[config.mk]
export PLATFORM = sky130hd
export DESIGN_NAME = lsgt_queue
export DESIGN_NICKNAME = d
export VERILOG_FILES = /design/src/design/lsgt_pkg.sv /design/src/design/lsgt_queue.sv
export SDC_FILE = /design/constraint.sdc
export NUM_CORES = 1
export LEC_CHECK = 0
export BUFFER_PORTS_ARGS = -buffer_cell sky130_fd_sc_hd__buf_2
export CORE_ASPECT_RATIO = 1.4
export CORE_MARGIN = 2
export CORE_UTILIZATION = 29
export DETAILED_ROUTE_END_ITERATION = 10
export PLACE_DENSITY = 0.43
export SYNTH_ARGS = -nofsm -noshare
export SYNTH_HDL_FRONTEND = slang
export SYNTH_SLANG_ARGS = --single-unit
export TNS_END_PERCENT = 50
[constraint.sdc]
create_clock -name clk -period 1.9 [get_ports clk]
set_input_delay 0.095 -clock clk [delete_from_list [all_inputs] [get_ports clk]]
set_output_delay 0.095 -clock clk [all_outputs]
set_load 0.03 [all_outputs]
[src/design/lsgt_pkg.sv]
`timescale 1ns / 1ps
// ----------------------------------------------------------------------------
// lsgt_pkg
// Shared codes, queue item layout and helpers for the lane split and gather
// tracker.
// ----------------------------------------------------------------------------
package lsgt_pkg;

    // input command codes
    localparam logic [1:0] CMD_REQ       = 2'd0;
    localparam logic [1:0] CMD_LOAD_RSP  = 2'd1;
    localparam logic [1:0] CMD_STORE_RSP = 2'd2;

    // result kind codes
    localparam logic [2:0] KIND_MEM_REQ    = 3'd0;
    localparam logic [2:0] KIND_REJECT     = 3'd1;
    localparam logic [2:0] KIND_LOAD_DONE  = 3'd2;
    localparam logic [2:0] KIND_STORE_DONE = 3'd3;
    localparam logic [2:0] KIND_ERROR      = 3'd4;

    // depth of the queue between front and back
    localparam int QUEUE_DEPTH = 4;
    localparam int QUEUE_PTR_W = 2;

    // what the back end does with a queue entry
    typedef enum logic [1:0] {
        Q_EMIT,
        Q_WRITE,
        Q_WRITE_RUN
    } q_op_t;

    // one queue entry: a ready result beat, or a data write plus optional run
    typedef struct packed {
        q_op_t       op;
        logic [2:0]  kind;
        logic        is_load;
        logic [63:0] address;
        logic [3:0]  size;
        logic [6:0]  tag;
        logic [7:0]  core;
        logic [3:0]  lane;
        logic [63:0] data;
        logic        last;
    } q_item_t;

    // keep only the low size bytes of a response word
    function automatic logic [63:0] cut_bytes(input logic [63:0] value,
                                              input logic [3:0] size);
        logic [63:0] mask;
        begin
            mask = (64'd1 << {size, 3'b000}) - 64'd1;
            if (size >= 4'd8)
                cut_bytes = value;
            else if (size == 4'd0)
                cut_bytes = 64'd0;
            else
                cut_bytes = value & mask;
        end
    endfunction

endpackage

[src/design/lsgt_queue.sv]
`timescale 1ns / 1ps
// ----------------------------------------------------------------------------
// lsgt_queue
// Small first-in first-out queue that decouples the front from the back end.
// ----------------------------------------------------------------------------
module lsgt_queue #(
    parameter int W = 8
) (
    input  logic         clk,
    input  logic         rst_n,
    input  logic         push,
    input  logic [W-1:0] push_data,
    output logic         full,
    input  logic         pop,
    output logic [W-1:0] pop_data,
    output logic         empty
);
    import lsgt_pkg::*;

    logic [W-1:0]             entry_reg [QUEUE_DEPTH];
    logic [QUEUE_PTR_W-1:0]   wr_ptr_reg;
    logic [QUEUE_PTR_W-1:0]   rd_ptr_reg;
    logic [QUEUE_PTR_W:0]     count_reg;

    assign full     = (count_reg == (QUEUE_PTR_W + 1)'(QUEUE_DEPTH));
    assign empty    = (count_reg == '0);
    assign pop_data = entry_reg[rd_ptr_reg];

    // pointers and fill count
    always_ff @(posedge clk or negedge rst_n)
    begin
        if (!rst_n)
        begin
            wr_ptr_reg <= '0;
            rd_ptr_reg <= '0;
            count_reg  <= '0;
        end
        else
        begin
            if (push)
                wr_ptr_reg <= wr_ptr_reg + 1'b1;
            if (pop)
                rd_ptr_reg <= rd_ptr_reg + 1'b1;
            if (push && !pop)
                count_reg <= count_reg + 1'b1;
            else if (pop && !push)
                count_reg <= count_reg - 1'b1;
        end
    end

    // entry storage
    always_ff @(posedge clk)
    begin
        if (push)
            entry_reg[wr_ptr_reg] <= push_data;
    end

endmodule

==> metrics.txt <==
Hold Path Stages=1; setup repair bufs after CTS=0; gr ovfl total=0; Pleak=0.6988 nW; PD cells=1574 nW/µm²; worst r2r path cells=3; Clock Latency Late Sink=290 ps; final routed DRC violation total=0; Die ar.=just under 6000 µm²; number of flip-flops in the largest register=32; CTS H-tree depth=2; Synth cell types=17; Arr. time, crit path=~1600 ps; sequential fraction of the synthesis area=around three quarters; Setup CP Type=flop to output pin; TritonCTS clock tree=yes; most common cell after layout, fill and taps aside=edfxtp_1; Port Buffers=21; Final setup viols=0; Post-Syn Area=approximately 1500 µm²; Placer Congestion=0.6689; period utilization=roughly nine tenths; total CTS buffers=5; largest net degree at the start of global routing=14; RSZ-0062 raised after global routing=false; WL per Instance=approximately 14 µm; drt pass-1 iters=4; Root Driver=clkbuf_8; max_cap viols=0; Mapped Cells=76; status=completed; clock buffer depth=2; routed wire length=about 2.5 mm; Worst Max-Slew Pin Slew=474.9 ps; Final Max Slew Viols=0; crit path capture type=output pin; Seq cells post-synth=39; GRT Total Usage=9.727%; Die Y=90.44 µm; share of cells above drive strength 1=a little under two fifths; first-pass GRT wire length=4.057 mm; Critical Path RT=roughly 1800 ps; die width=between 60 and 70 µm; # fillers=494; yosys warns=0; vias in the first global route=just over 800; Nets=123; via count=738; Worst slew margin=between 60% and 70%; final core occ=between 30% and 40%; TNS Setup=0 ps; Startpoint Class=flop; initial antenna violation count=0; Worst-path clk slew=approximately 80 ps; Max Fclk=just under 600 MHz; number of vias per cell=about 4.3; syn_nets=94; clk sinks=39; fin crit period=1722 ps; synth-to-layout area growth=20.94%; First DRT Iteration DRCs=4; final hold vios=0; reg2reg setup slack=490 ps; Initial Util=30.00%; clk_skew=between 4 and 5 ps; Hold Path Class=input pin to flop; Ant. Diodes=0; antenna-violating nets left=0; Hold Startpoint=push_data[0]; # IOs=22; CP max FO=7; DP HPWL=1.769 mm; VDD IR max=0.5518 mV; commonest cells after routing, fill and taps aside=32 x edfxtp_1, 21 x buf_2, 8 x mux4_2; Pwr Total=2.945 mW; # rows=31; RR Endpoint=entry_reg[1][2]$_DFFE_PP_; worst r2r src=wr_ptr_reg[1]$_DFFE_PN0P_; Worst Hold End=entry_reg[3][0]$_DFFE_PP_; Mapped Avg Cell Area=between 20 and 25 µm²; core area=5159 µm²
-- worst max-delay path: stages, from the launching register on --
cell and delay (ps):
dfrtp_1 470, buf_12 170, mux4_2 500, buf_2 190
-- metrics by stage --
stage,area [µm²],hold slack (ps),worst slack (ps),std cells
finish,1872,19.95,178.5,172
global placement,1739,-57.31,465.7,162
floorplan,1548,-200.6,583.7,76
global route,1872,4.203,91.74,172
CTS,1862,8.295,152.7,171
detailed placement,1739,-56.85,467.0,162
-- layout make-up --
class,count,area (µm²),share of cell area [%]
Sequential cell,39,1136,60.70
Multi-Input combinational cell,31,380.4,20.32
Timing Repair Buffer,24,145.1,7.754
Tap cell,66,82.58,4.412
Clock buffer,5,68.82,3.676
Clock inverter,3,43.79,2.340
Inverter,4,15.01,0.8021
-- report_power, final --
| group | internal (mW) | total (mW) | switching, mW |
|---|---|---|---|
| sequential | 1.15 | 1.30 | 0.151 |
| combinational | 0.422 | 0.974 | 0.552 |
| clock | 0.391 | 0.674 | 0.284 |
-- metal layers --
layer	up-vias	share of wire [%]	GRT usage (%)	wire [µm]
met5	-	0	0	0
met1	372	41	10.95	1025
li1	341	-	-	-
met3	4	4.4	3.865	109
met4	0	1.6	4.688	39
met2	21	53	15.74	1313
-- Yosys cell counts --
cell type | count | share of area (%)
o21ai_0 | 1 | 0.32
ha_1 | 5 | 4.0
nand2_1 | 2 | 0.49
buf_2 | 1 | 0.32
dfrtp_1 | 7 | 11
edfxtp_1 | 32 | 62
nor3b_1 | 1 | 0.49
and2_1 | 4 | 1.6
nor2_1 | 1 | 0.24
inv_1 | 4 | 0.97
fa_1 | 1 | 1.3
buf_6 | 1 | 0.73
nor3_1 | 1 | 0.32
xor2_1 | 4 | 2.3
mux4_2 | 8 | 12
xnor2_1 | 2 | 1.1
mux2_2 | 1 | 0.73
-- cells by family (layout without fill, tap and decap cells) --
logic type                 count (synthesis)  count (layout)  share of synthesized area, %
buffers and inverters                      6              36                         2.020
DFF                                       39              39                         73.40
xor gates and xnor gates                   6               6                         3.395
adders and majority gates                  6               6                         5.336
muxes                                      9               9                         12.37
AOI/OAI and AO/OA                          1               1                        0.3231
and+or+nand+nor                            9               9                         3.152
-- timing repair --
action                                  in CTS  in global routing
endpoints found under the setup margin       0                  0
endpoints found under the hold margin        7                  2
hold buffers                                 1                  1
resized for setup                            0                  0
-- how the worst max path moves through the flow --
stage               slack, ps                        end  cells after the start                      start
floorplan                 580   count_reg[2]$_DFFE_PN0P_                      4   count_reg[0]$_DFFE_PN0P_
detailed placement        470  entry_reg[1][5]$_DFFE_PP_                      3  wr_ptr_reg[1]$_DFFE_PN0P_
finish                    180                pop_data[0]                      3  rd_ptr_reg[0]$_DFFE_PN0P_
global placement          470  entry_reg[1][7]$_DFFE_PP_                      3  wr_ptr_reg[1]$_DFFE_PN0P_
CTS                       150                pop_data[0]                      3  rd_ptr_reg[0]$_DFFE_PN0P_
global route               90                pop_data[0]                      3  rd_ptr_reg[0]$_DFFE_PN0P_
No activity file was read; power rests on OpenSTA's default activity.
