[config.mk]
export PLATFORM = sky130hd
export DESIGN_NAME = lsgt_front
export DESIGN_NICKNAME = d
export VERILOG_FILES = /design/src/design/lsgt_pkg.sv /design/src/design/lsgt_front.sv
export SDC_FILE = /design/constraint.sdc
export NUM_CORES = 1
export LEC_CHECK = 0
export BUFFER_PORTS_ARGS = -buffer_cell sky130_fd_sc_hd__buf_2
export CORE_ASPECT_RATIO = 0.8
export CORE_MARGIN = 2
export CORE_UTILIZATION = 38
export DETAILED_ROUTE_END_ITERATION = 8
export HOLD_SLACK_MARGIN = 0.15
export PLACE_DENSITY_LB_ADDON = 0.05
export SLEW_MARGIN = 25
export SYNTH_ARGS = -nofsm -noshare
export SYNTH_HDL_FRONTEND = slang
export SYNTH_SLANG_ARGS = --single-unit
[constraint.sdc]
create_clock -name clk -period 4.9 [get_ports clk]
set_input_delay 0.245 -clock clk [delete_from_list [all_inputs] [get_ports clk]]
set_output_delay 0.245 -clock clk [all_outputs]
set_load 0.1 [all_outputs]
[src/design/lsgt_pkg.sv]
`timescale 1ns / 1ps
// ----------------------------------------------------------------------------
// lsgt_pkg
// Shared codes, queue item layout and helpers for the lane split and gather
// tracker.
// ----------------------------------------------------------------------------
package lsgt_pkg;

    // input command codes
    localparam logic [1:0] CMD_REQ       = 2'd0;
    localparam logic [1:0] CMD_LOAD_RSP  = 2'd1;
    localparam logic [1:0] CMD_STORE_RSP = 2'd2;

    // result kind codes
    localparam logic [2:0] KIND_MEM_REQ    = 3'd0;
    localparam logic [2:0] KIND_REJECT     = 3'd1;
    localparam logic [2:0] KIND_LOAD_DONE  = 3'd2;
    localparam logic [2:0] KIND_STORE_DONE = 3'd3;
    localparam logic [2:0] KIND_ERROR      = 3'd4;

    // depth of the queue between front and back
    localparam int QUEUE_DEPTH = 4;
    localparam int QUEUE_PTR_W = 2;

    // what the back end does with a queue entry
    typedef enum logic [1:0] {
        Q_EMIT,
        Q_WRITE,
        Q_WRITE_RUN
    } q_op_t;

    // one queue entry: a ready result beat, or a data write plus optional run
    typedef struct packed {
        q_op_t       op;
        logic [2:0]  kind;
        logic        is_load;
        logic [63:0] address;
        logic [3:0]  size;
        logic [6:0]  tag;
        logic [7:0]  core;
        logic [3:0]  lane;
        logic [63:0] data;
        logic        last;
    } q_item_t;

    // keep only the low size bytes of a response word
    function automatic logic [63:0] cut_bytes(input logic [63:0] value,
                                              input logic [3:0] size);
        logic [63:0] mask;
        begin
            mask = (64'd1 << {size, 3'b000}) - 64'd1;
            if (size >= 4'd8)
                cut_bytes = value;
            else if (size == 4'd0)
                cut_bytes = 64'd0;
            else
                cut_bytes = value & mask;
        end
    endfunction

endpackage

[src/design/lsgt_front.sv]
`timescale 1ns / 1ps
// ----------------------------------------------------------------------------
// lsgt_front
// Accepts request lanes and responses, keeps the slot table and classifies
// each beat, making a queue entry for the back end where the beat yields one.
// ----------------------------------------------------------------------------
module lsgt_front #(
    parameter int SLOTS = 8,
    parameter int LANES = 16,
    parameter int SW    = 3,
    parameter int LW    = 4,
    parameter int CW    = 5,
    parameter int MIW   = 7
) (
    input  logic                  clk,
    input  logic                  rst_n,
    input  logic                  cfg_we,
    input  logic [7:0]            cfg_data,
    input  logic                  in_valid,
    output logic                  in_ready,
    input  logic [1:0]            command,
    input  logic                  is_load,
    input  logic [3:0]            access_size,
    input  logic [63:0]           lane_address,
    input  logic                  last_lane,
    input  logic [6:0]            response_tag,
    input  logic [63:0]           response_data,
    input  logic                  q_full,
    output logic                  push,
    output lsgt_pkg::q_item_t     item,
    output logic [MIW-1:0]        run_base,
    output logic [CW-1:0]         run_count
);
    import lsgt_pkg::*;

    typedef enum logic [1:0] {
        M_IDLE,
        M_ISSUE,
        M_DROP
    } mode_t;

    mode_t           mode_reg;
    logic [SW-1:0]   open_slot_reg;
    logic [CW-1:0]   next_lane_reg;
    logic [7:0]      core_reg;

    logic            busy_reg   [SLOTS];
    logic            loads_reg  [SLOTS];
    logic [3:0]      size_reg   [SLOTS];
    logic [CW-1:0]   total_reg  [SLOTS];
    logic            closed_reg [SLOTS];
    logic [CW-1:0]   done_reg   [SLOTS];

    logic            accept;
    logic [3:0]      size_clamp;
    logic            free_found;
    logic [SW-1:0]   free_idx;
    logic [6:0]      div_tab [128];
    logic [LW-1:0]   mod_tab [128];
    logic [6:0]      r_slot7;
    logic [SW-1:0]   r_slot;
    logic [LW-1:0]   r_lane;
    logic            r_isld;
    logic            r_bad;
    logic            r_complete;
    logic [SW-1:0]   idx;
    logic            t_busy;
    logic            t_loads;
    logic [3:0]      t_size;
    logic [CW-1:0]   t_total;
    logic            t_closed;
    logic [CW-1:0]   t_done;
    logic [CW-1:0]   done_inc;

    assign in_ready = !q_full;
    assign accept   = in_valid && !q_full;

    assign size_clamp = (access_size > 4'd8) ? 4'd8 : access_size;

    // constant tables splitting a tag into slot and lane
    for (genvar t = 0; t < 128; t++)
    begin : g_tag_tab
        assign div_tab[t] = 7'(t / LANES);
        assign mod_tab[t] = LW'(t % LANES);
    end

    assign r_slot7 = div_tab[response_tag];
    assign r_slot  = SW'(r_slot7);
    assign r_lane  = mod_tab[response_tag];
    assign r_isld  = (command == CMD_LOAD_RSP);

    // lowest free slot
    always_comb
    begin
        free_found = 1'b0;
        free_idx   = '0;
        for (int s = SLOTS - 1; s >= 0; s--)
        begin
            if (!busy_reg[s])
            begin
                free_found = 1'b1;
                free_idx   = SW'(s);
            end
        end
    end

    // single table read port
    assign idx = (command != CMD_REQ) ? r_slot :
                 (mode_reg == M_IDLE) ? free_idx : open_slot_reg;

    assign t_busy   = busy_reg[idx];
    assign t_loads  = loads_reg[idx];
    assign t_size   = size_reg[idx];
    assign t_total  = total_reg[idx];
    assign t_closed = closed_reg[idx];
    assign t_done   = done_reg[idx];

    // response checks and completion
    assign r_bad = (r_slot7 >= 7'(SLOTS)) || !t_busy ||
                   (7'(r_lane) >= 7'(t_total)) || (t_loads != r_isld);
    assign done_inc   = (t_done < CW'(LANES)) ? t_done + CW'(1) : t_done;
    assign r_complete = t_closed && (done_inc >= t_total);

    // queue entry for this beat
    always_comb
    begin
        push      = 1'b0;
        item      = '0;
        item.op   = Q_EMIT;
        run_base  = MIW'(32'(r_slot) * LANES);
        run_count = t_total;
        unique case (command)
            CMD_REQ:
            begin
                unique case (mode_reg)
                    M_IDLE:
                    begin
                        push = accept;
                        item.is_load = is_load;
                        if (!free_found)
                            item.kind = KIND_REJECT;
                        else
                        begin
                            item.kind    = KIND_MEM_REQ;
                            item.address = lane_address;
                            item.size    = size_clamp;
                            item.tag     = 7'(32'(free_idx) * LANES);
                            item.core    = core_reg;
                            item.last    = last_lane;
                        end
                    end
                    M_ISSUE:
                    begin
                        push         = accept && (next_lane_reg < CW'(LANES));
                        item.kind    = KIND_MEM_REQ;
                        item.is_load = t_loads;
                        item.address = lane_address;
                        item.size    = t_size;
                        item.tag     = 7'(32'(open_slot_reg) * LANES + 32'(next_lane_reg));
                        item.core    = core_reg;
                        item.lane    = 4'(next_lane_reg);
                        item.last    = last_lane;
                    end
                    default:
                    begin
                        push = 1'b0;
                    end
                endcase
            end
            CMD_LOAD_RSP, CMD_STORE_RSP:
            begin
                if (r_bad)
                begin
                    push         = accept;
                    item.kind    = KIND_ERROR;
                    item.is_load = r_isld;
                    item.tag     = response_tag;
                end
                else if (r_isld)
                begin
                    push      = accept;
                    item.op   = r_complete ? Q_WRITE_RUN : Q_WRITE;
                    item.data = cut_bytes(response_data, t_size);
                    item.tag  = response_tag;
                    item.size = t_size;
                end
                else if (r_complete)
                begin
                    push      = accept;
                    item.kind = KIND_STORE_DONE;
                    item.size = t_size;
                    item.tag  = 7'(32'(r_slot) * LANES);
                    item.last = 1'b1;
                end
            end
            default:
            begin
                push = 1'b0;
            end
        endcase
    end

    // open request state, slot table and core register
    always_ff @(posedge clk or negedge rst_n)
    begin
        if (!rst_n)
        begin
            mode_reg      <= M_IDLE;
            open_slot_reg <= '0;
            next_lane_reg <= '0;
            core_reg      <= '0;
            for (int s = 0; s < SLOTS; s++)
            begin
                busy_reg[s]   <= 1'b0;
                loads_reg[s]  <= 1'b0;
                size_reg[s]   <= '0;
                total_reg[s]  <= '0;
                closed_reg[s] <= 1'b0;
                done_reg[s]   <= '0;
            end
        end
        else
        begin
            if (cfg_we)
                core_reg <= cfg_data;
            if (accept)
            begin
                if (command == CMD_REQ)
                begin
                    unique case (mode_reg)
                        M_IDLE:
                        begin
                            if (!free_found)
                                mode_reg <= last_lane ? M_IDLE : M_DROP;
                            else
                            begin
                                busy_reg[free_idx]   <= 1'b1;
                                loads_reg[free_idx]  <= is_load;
                                size_reg[free_idx]   <= size_clamp;
                                total_reg[free_idx]  <= CW'(1);
                                closed_reg[free_idx] <= last_lane;
                                done_reg[free_idx]   <= '0;
                                open_slot_reg        <= free_idx;
                                next_lane_reg        <= CW'(1);
                                mode_reg             <= last_lane ? M_IDLE : M_ISSUE;
                            end
                        end
                        M_ISSUE:
                        begin
                            if (next_lane_reg < CW'(LANES))
                            begin
                                next_lane_reg            <= next_lane_reg + CW'(1);
                                total_reg[open_slot_reg] <= next_lane_reg + CW'(1);
                            end
                            if (last_lane)
                            begin
                                closed_reg[open_slot_reg] <= 1'b1;
                                mode_reg                  <= M_IDLE;
                            end
                        end
                        default:
                        begin
                            if (last_lane)
                                mode_reg <= M_IDLE;
                        end
                    endcase
                end
                else if ((command == CMD_LOAD_RSP || command == CMD_STORE_RSP) && !r_bad)
                begin
                    done_reg[r_slot] <= done_inc;
                    if (r_complete)
                        busy_reg[r_slot] <= 1'b0;
                end
            end
        end
    end

endmodule

==> results.cfg, run 1 <==
[logic_synthesis]
ys_ff_latch = 154
synth_edf_count = 0
netlist_top_cells_area = dfrtp_1, and2_1, nand2_1, mux2i_1, mux2_2
ys.flop_type = dfrtp_1
synth_most_common_cell = nand2_1
ys_seq_area_share_pct = 35.6
synth.area.mux_share_pct = 10.1
synthAdderAreaFrac_pct = 1.97
synthArstFlopShare_pct = 100
synth_top_family_by_area = simple AND/OR/NAND/NOR gates
yosysTopAreaCellShare_pct = 35.6
synth_cells = 1262
ys_types = 77
yosysTopAreaCell = dfrtp_1
synth_area_um2 = 10800
synthXorXnorAreaFrac_pct = 0.891
synth-simple-area-share_pct = 23.9
synth-compound-area-share_pct = 22.6
synth_commonest_cells = nand2_1, dfrtp_1, and2_1, mux2i_1, nor2_1
avgSynthCellArea_um2 = 8.57
yosys_warnings = 0

[cts]
cts_max_path_buffers = 2
cts_htree_levels = 4
clkTransAtPathRegs_ns = 0.07
cts_num_sinks = 154
cts_made_buffers = 17
clkLatencyLatePin_ns = 0.44
cts-root-buf = clkbuf_16
cts_tree = done

[timing]
setup_ws_ns = -0.0665
rsz0062_at_grt = yes
min_period_ns = 4.97
slew_viol_final = 0
hold_viol = 0
timing.final.crit_share_pct = 101
tightest_slew_ns = 1.08
clock_skew_ns = 0.0155
max_freq_mhz = 201
tns_ns = -2.56
setup_viol = 53
slew_headroom_pct = 27.6

[route]
firstDrtPassIters = 5
drt-initial-drc-count = 1223
wl_mm = 46.7
num_vias = 11800
postRouteAntennaNets = 0
drc = 0
avgViaCountPerCell = 5.76
wl_per_cell_um = 22.9

[flow_run]
drv_cap = 0

[pwr]
power.leakage_uw = 0.00755
power.density_nw_per_um2 = 353
peakVddDrop_mv = 0.289
p_total_uw = 5820

[grt]
globalRouteMet1Util_pct = 41.3
use_met3_pct = 6.52
use_met2_pct = 49.4
antenna_found_initial = 1
grt_pass1_vias = 11100
grt_pass1_wl_mm = 68.3
grt_overflow = 0
gr-max-usage-layer = met2
grt_start_max_net_pins = 73
grt_use_total_pct = 30.5

[cells_and_area]
fin_cells = 2044
postLayoutCoreUtil_pct = 58.6
multi_input_area_um2 = 7380
area_growth_pct = 52.5
nets = 1834
drive_above_1_share_pct = 41.7
seq_area_um2 = 3860
nFillCells = 2504

[die]
initial_utilization_pct = 38.4
num_rows = 55
ios = 328
die_h_um = 155
die_area_um2 = 29800
core_um2 = 28100
die_w_um = 193

[status]
status = finished with violations
violations = negative setup slack

[worst_setup_path]
startpoint_type = flip-flop
r2r-start = busy_reg[6]
crit_type = reg -> out
required_ns = 4.66
r2r-end = busy_reg[6]
crit_arrival_ns = 4.72
path_max_fanout = 7
crit_path_end_kind = output pin
reg2reg_depth = 21
r2r_slack_ns = 0.34

[placement]
io_buffers = 323
dp_hpwl_mm = 35.0
preCtsSetupSlack_ns = -0.0363
placed_cells = 1953
finalWeightedCongestion = 0.929

[hold_path]
whs_endpoint = size_reg[19]
worstHoldStart = access_size[3]
hp-class = in -> reg
worstHoldPathCells = 3
-- metrics by stage --
step | hold WS [ns] | area [µm²]
2_1_floorplan | -0.0506 | 11400
3_3_place_gp | 0.192 | 14900
3_5_place_dp | 0.196 | 14900
4_1_cts | 0.171 | 15900
5_1_grt | 0.215 | 16500
6_report | 0.182 | 16500
-- critical path, cell delays in order, from the launching register on --
cell and delay (ns):
dfrtp_2 0.44, or3b_4 0.45, a31oi_4 0.25, buf_6 0.14, a21oi_4 0.10, buf_12 0.18, clkbuf_4 0.17, nand2_1 0.08
and3_4 0.19, a311oi_2 0.05, a31oi_2 0.23, ha_1 0.27, a21o_1 0.19, o211ai_1 0.10, o211ai_2 0.16, or4_4 0.50
buf_12 0.18, a21oi_4 0.15, buf_6 0.13, and2_4 0.15, buf_12 0.16
-- cell families after synthesis --
logic type               after synthesis
AO/OA/AOI/OAI                        334
XOR/XNOR                              11
adder cells (fa/ha/maj)               17
buffers and inverters                120
flip-flops                           154
multiplexers                         104
other                                  1
AND/OR/NAND/NOR                      521
-- cell usage in the layout, fill, tap and decap left out, types with 7 or more instances in the layout --
master           n
mux2i_1         69
ha_1            13
dlygate4sd3_1   11
nor2b_1         16
buf_2          239
nand2b_1        12
a31oi_4          7
and2_1          79
a32o_1          11
and2_4          52
and3_4          12
o22ai_1         22
a21oi_1         44
buf_4          107
inv_1           29
buf_12          84
buf_6           19
nor3_1          14
o21ai_0         46
mux2_2          29
clkbuf_16       18
dfrtp_1        148
a21oi_4          9
a211oi_1        15
o21ai_1         10
nor2_1          56
a22o_1          34
a21o_1          11
nor2_4           8
nand2_1        193
a221oi_1        10
o2bb2ai_1       20
nand3_1         27
-- how the worst max path moves through the flow --
stage                 from       end  cells past startpoint
6_report       mode_reg[0]   item[7]                     20
5_1_grt        mode_reg[1]   item[7]                     20
4_1_cts        mode_reg[0]      push                     19
3_5_place_dp    command[1]  item[28]                     21
3_3_place_gp    command[1]  item[28]                     21
2_1_floorplan  mode_reg[1]  item[25]                     23
-- layout make-up --
class,count,area share (%)
antenna,1,0.0152
tap,370,2.81
clock buffer,17,2.58
multi-input combinational,992,44.8
sequential,154,23.4
timing repair buffer,464,24.9
clock inverter,14,0.759
inverter,32,0.812
-- routing by layer --
layer / vias up / wire (µm)
li1: 5347 / -
met1: 5677 / 19400
met2: 676 / 22000
met3: 74 / 4180
met4: 4 / 1020
met5: - / 88
-- timing repair --
action,CTS,global route
endpoints found under the hold margin,56,0
hold buffers,11,0
pin swaps,17,37
buffers inserted,18,28
gates resized for setup,44,65
gates cloned,3,2
setup endpoints to repair,82,82
-- where the power goes --
| part | total, µW | switching [µW] | internal, µW |
|---|---|---|---|
| combinational | 2930 | 1900 | 1030 |
| sequential | 1600 | 168 | 1430 |
| clock | 1290 | 619 | 667 |
Power figures use the tool's default switching activity.
==> run 2: changes to the inputs <==
--- a/config.mk
+++ b/config.mk
@@ -6,9 +6,11 @@
 export NUM_CORES = 1
 export LEC_CHECK = 0
 export BUFFER_PORTS_ARGS = -buffer_cell sky130_fd_sc_hd__buf_2
+export CELL_PAD_IN_SITES_DETAIL_PLACEMENT = 2
+export CELL_PAD_IN_SITES_GLOBAL_PLACEMENT = 2
 export CORE_ASPECT_RATIO = 0.8
 export CORE_MARGIN = 2
-export CORE_UTILIZATION = 38
+export CORE_UTILIZATION = 27
 export DETAILED_ROUTE_END_ITERATION = 8
 export HOLD_SLACK_MARGIN = 0.15
 export PLACE_DENSITY_LB_ADDON = 0.05
==> run 2 against run 1 <==
  * The run still ends with negative setup slack left
  * Cell count grew 9.8%
  * Total power grew 8.3%
  * Die area grew 40%
  * Worst hold slack lost 0.0022 ns
  * Worst setup slack lost 0.23 ns
  * Non-clock buffer count grew 35
  * Highest routed layer is now met4
  * Largest cell class unchanged
==> results.cfg, run 2 (synthesized netlist as in run 1, its figures left out) <==
[route]
avgViaCountPerCell = 5.35
drt-initial-drc-count = 617
firstDrtPassIters = 5
wl_mm = 58.2
drc = 0
postRouteAntennaNets = 0
num_vias = 12000
wl_per_cell_um = 25.9

[timing]
slew_viol_final = 0
timing.final.crit_share_pct = 106
slew_headroom_pct = 34.3
setup_ws_ns = -0.293
min_period_ns = 5.19
setup_viol = 78
tightest_slew_ns = 0.982
rsz0062_at_grt = yes
hold_viol = 0
clock_skew_ns = 0.0134
max_freq_mhz = 193
timing.hold.ws_ns = 0.180

[cells_and_area]
n_antenna_cell = 0
postLayoutCoreUtil_pct = 44.0
drive_above_1_share_pct = 43.2
nets = 1870
final_common_cell = buf_2
final_cell_mix = buf_2, nand2_1, dfrtp_1
area_growth_pct = 60.4
nFillCells = 4276

[die]
initial_utilization_pct = 27.4
num_rows = 65
die_h_um = 183
die_w_um = 228
ios = 328
core_um2 = 39400
die_area_um2 = 41700

[cts]
cts_max_path_buffers = 2
cts-root-buf = clkbuf_16
cts_htree_levels = 4
cts_made_buffers = 17
cts_num_sinks = 154
cts_tree = done
clkLatencyLatePin_ns = 0.47
clkTransAtPathRegs_ns = 0.07

[pwr]
p_sw_share_pct = 45.7
p_comb_share_pct = 51.4
clkPwrFrac_pct = 22.7
p_int_uw = 3420
p_seq_share_pct = 25.9
power.density_nw_per_um2 = 363
peakVddDrop_mv = 0.226
switchingPower_uw = 2880
power.leakage_uw = 0.00785

[grt]
grt_pass1_wl_mm = 85.9
use_met3_pct = 5.95
grt_use_total_pct = 27.5
antenna_found_initial = 0
use_met2_pct = 46.5
grt_pass1_vias = 13000
globalRouteMet1Util_pct = 35.6
grt_overflow = 0
gr-max-usage-layer = met2
grt_start_max_net_pins = 79

[worst_setup_path]
max_stage_delay_ns = 0.45
cp_slowest_cell = or3b_4
crit_top_cell = a21o_1
crit_path_end_kind = output pin
path_cells = or3b_4, buf_12, nor3_4, buf_6, buf_16, a221oi_1, buf_4, mux2i_1, mux2_4, ha_4, mux2_4, ha_4, a21o_1, a21o_1, a21o_1, a21oi_4, a211oi_4, o21ai_2, o2bb2a_4, o22ai_4, buf_12
required_ns = 4.66
crit_arrival_ns = 4.95
startpoint_type = flip-flop
path_max_fanout = 5
crit_type = reg -> out

[placement]
finalWeightedCongestion = 0.857
dp_hpwl_mm = 43.7
io_buffers = 323

[status]
status = finished with violations
violations = negative setup slack

[flow_run]
drv_cap = 0

[hold_path]
hp-class = in -> reg
run 2: changes by cell type in the layout (fill, tap and decap cells not counted), sizes merged, moves of 2 or more:
cell | before | now
buf | 450 | 488
inv | 40 | 32
bufinv | 0 | 3
clkinv | 2 | 4
run 2: power groups by stage:
stage	Sequential (µW)	Combinational, µW	Clock (µW)
finish	1630	3240	1430
global route	1650	3410	1500
CTS	1620	3070	1450
detailed placement	1630	2780	0
global placement	1620	2720	0
floorplan	1540	1830	0
run 2: path summary, 6_finish.rpt:
check                           cells past startpoint    startpoint            end  slack [ns]
worst max register to register                     22   mode_reg[0]    busy_reg[1]        0.28
min in group asynchronous                           2         rst_n  total_reg[30]        0.38
worst min-delay path                                2        cfg_we    core_reg[4]        0.18
max in group asynchronous                           3         rst_n   loads_reg[5]        3.58
worst max-delay path                               21   mode_reg[0]       item[85]       -0.29
worst min register to register                      2  size_reg[26]   size_reg[26]        0.49
run 2: final cells by class:
class                   instances  area [µm²]  area share [%]
flip-flops and latches        154        3870            22.3
clock inverters                11         145           0.837
well taps                     536         671            3.87
repair buffers                499        4550            26.2
inverters                      32         134           0.772
multi-input cells             993        7520            43.4
clock buffers                  20         457            2.63
run 2: repair_timing:
item / in CTS / in global routing
setup buffers: 47 / 21
pin swaps: 26 / 41
hold buffers: 11 / 0
endpoints found under the hold margin: 89 / 0
setup endpoints to repair: 82 / 82
gates resized for setup: 107 / 45
cloned: 4 / 0
run 2: through the flow:
step           cells  power (µW)  instance area [µm²]  setup TNS (ns)  setup WS, ns
3_5_place_dp    2138        4410                15300           -6.95        -0.190
2_1_floorplan   1265        3370                11400          -38.69        -0.813
6_report        2245        6300                17300          -14.06        -0.293
5_1_grt         2245        6570                17300          -26.29        -0.432
4_1_cts         2229        6140                17000          -12.28        -0.222
3_3_place_gp    2137        4350                15300          -0.330       -0.0493
run 2: routing by layer:
layer | up-vias | share of wire, % | wire (µm)
li1 | 5413 | - | -
met1 | 6151 | 44 | 25500
met2 | 386 | 48 | 28200
met3 | 71 | 5.5 | 3180
met4 | 0 | 2.3 | 1340
met5 | - | 0 | 0
run 2: critical path: cells and delay by family (launching register included):
kind	cells	cell delay, ns
buffers and inverters	5	0.79
AO/OA/AOI/OAI	9	1.49
adder cells (fa/ha/maj)	2	0.46
flip-flops	1	0.44
multiplexers	3	0.65
AND/OR/NAND/NOR	2	0.60
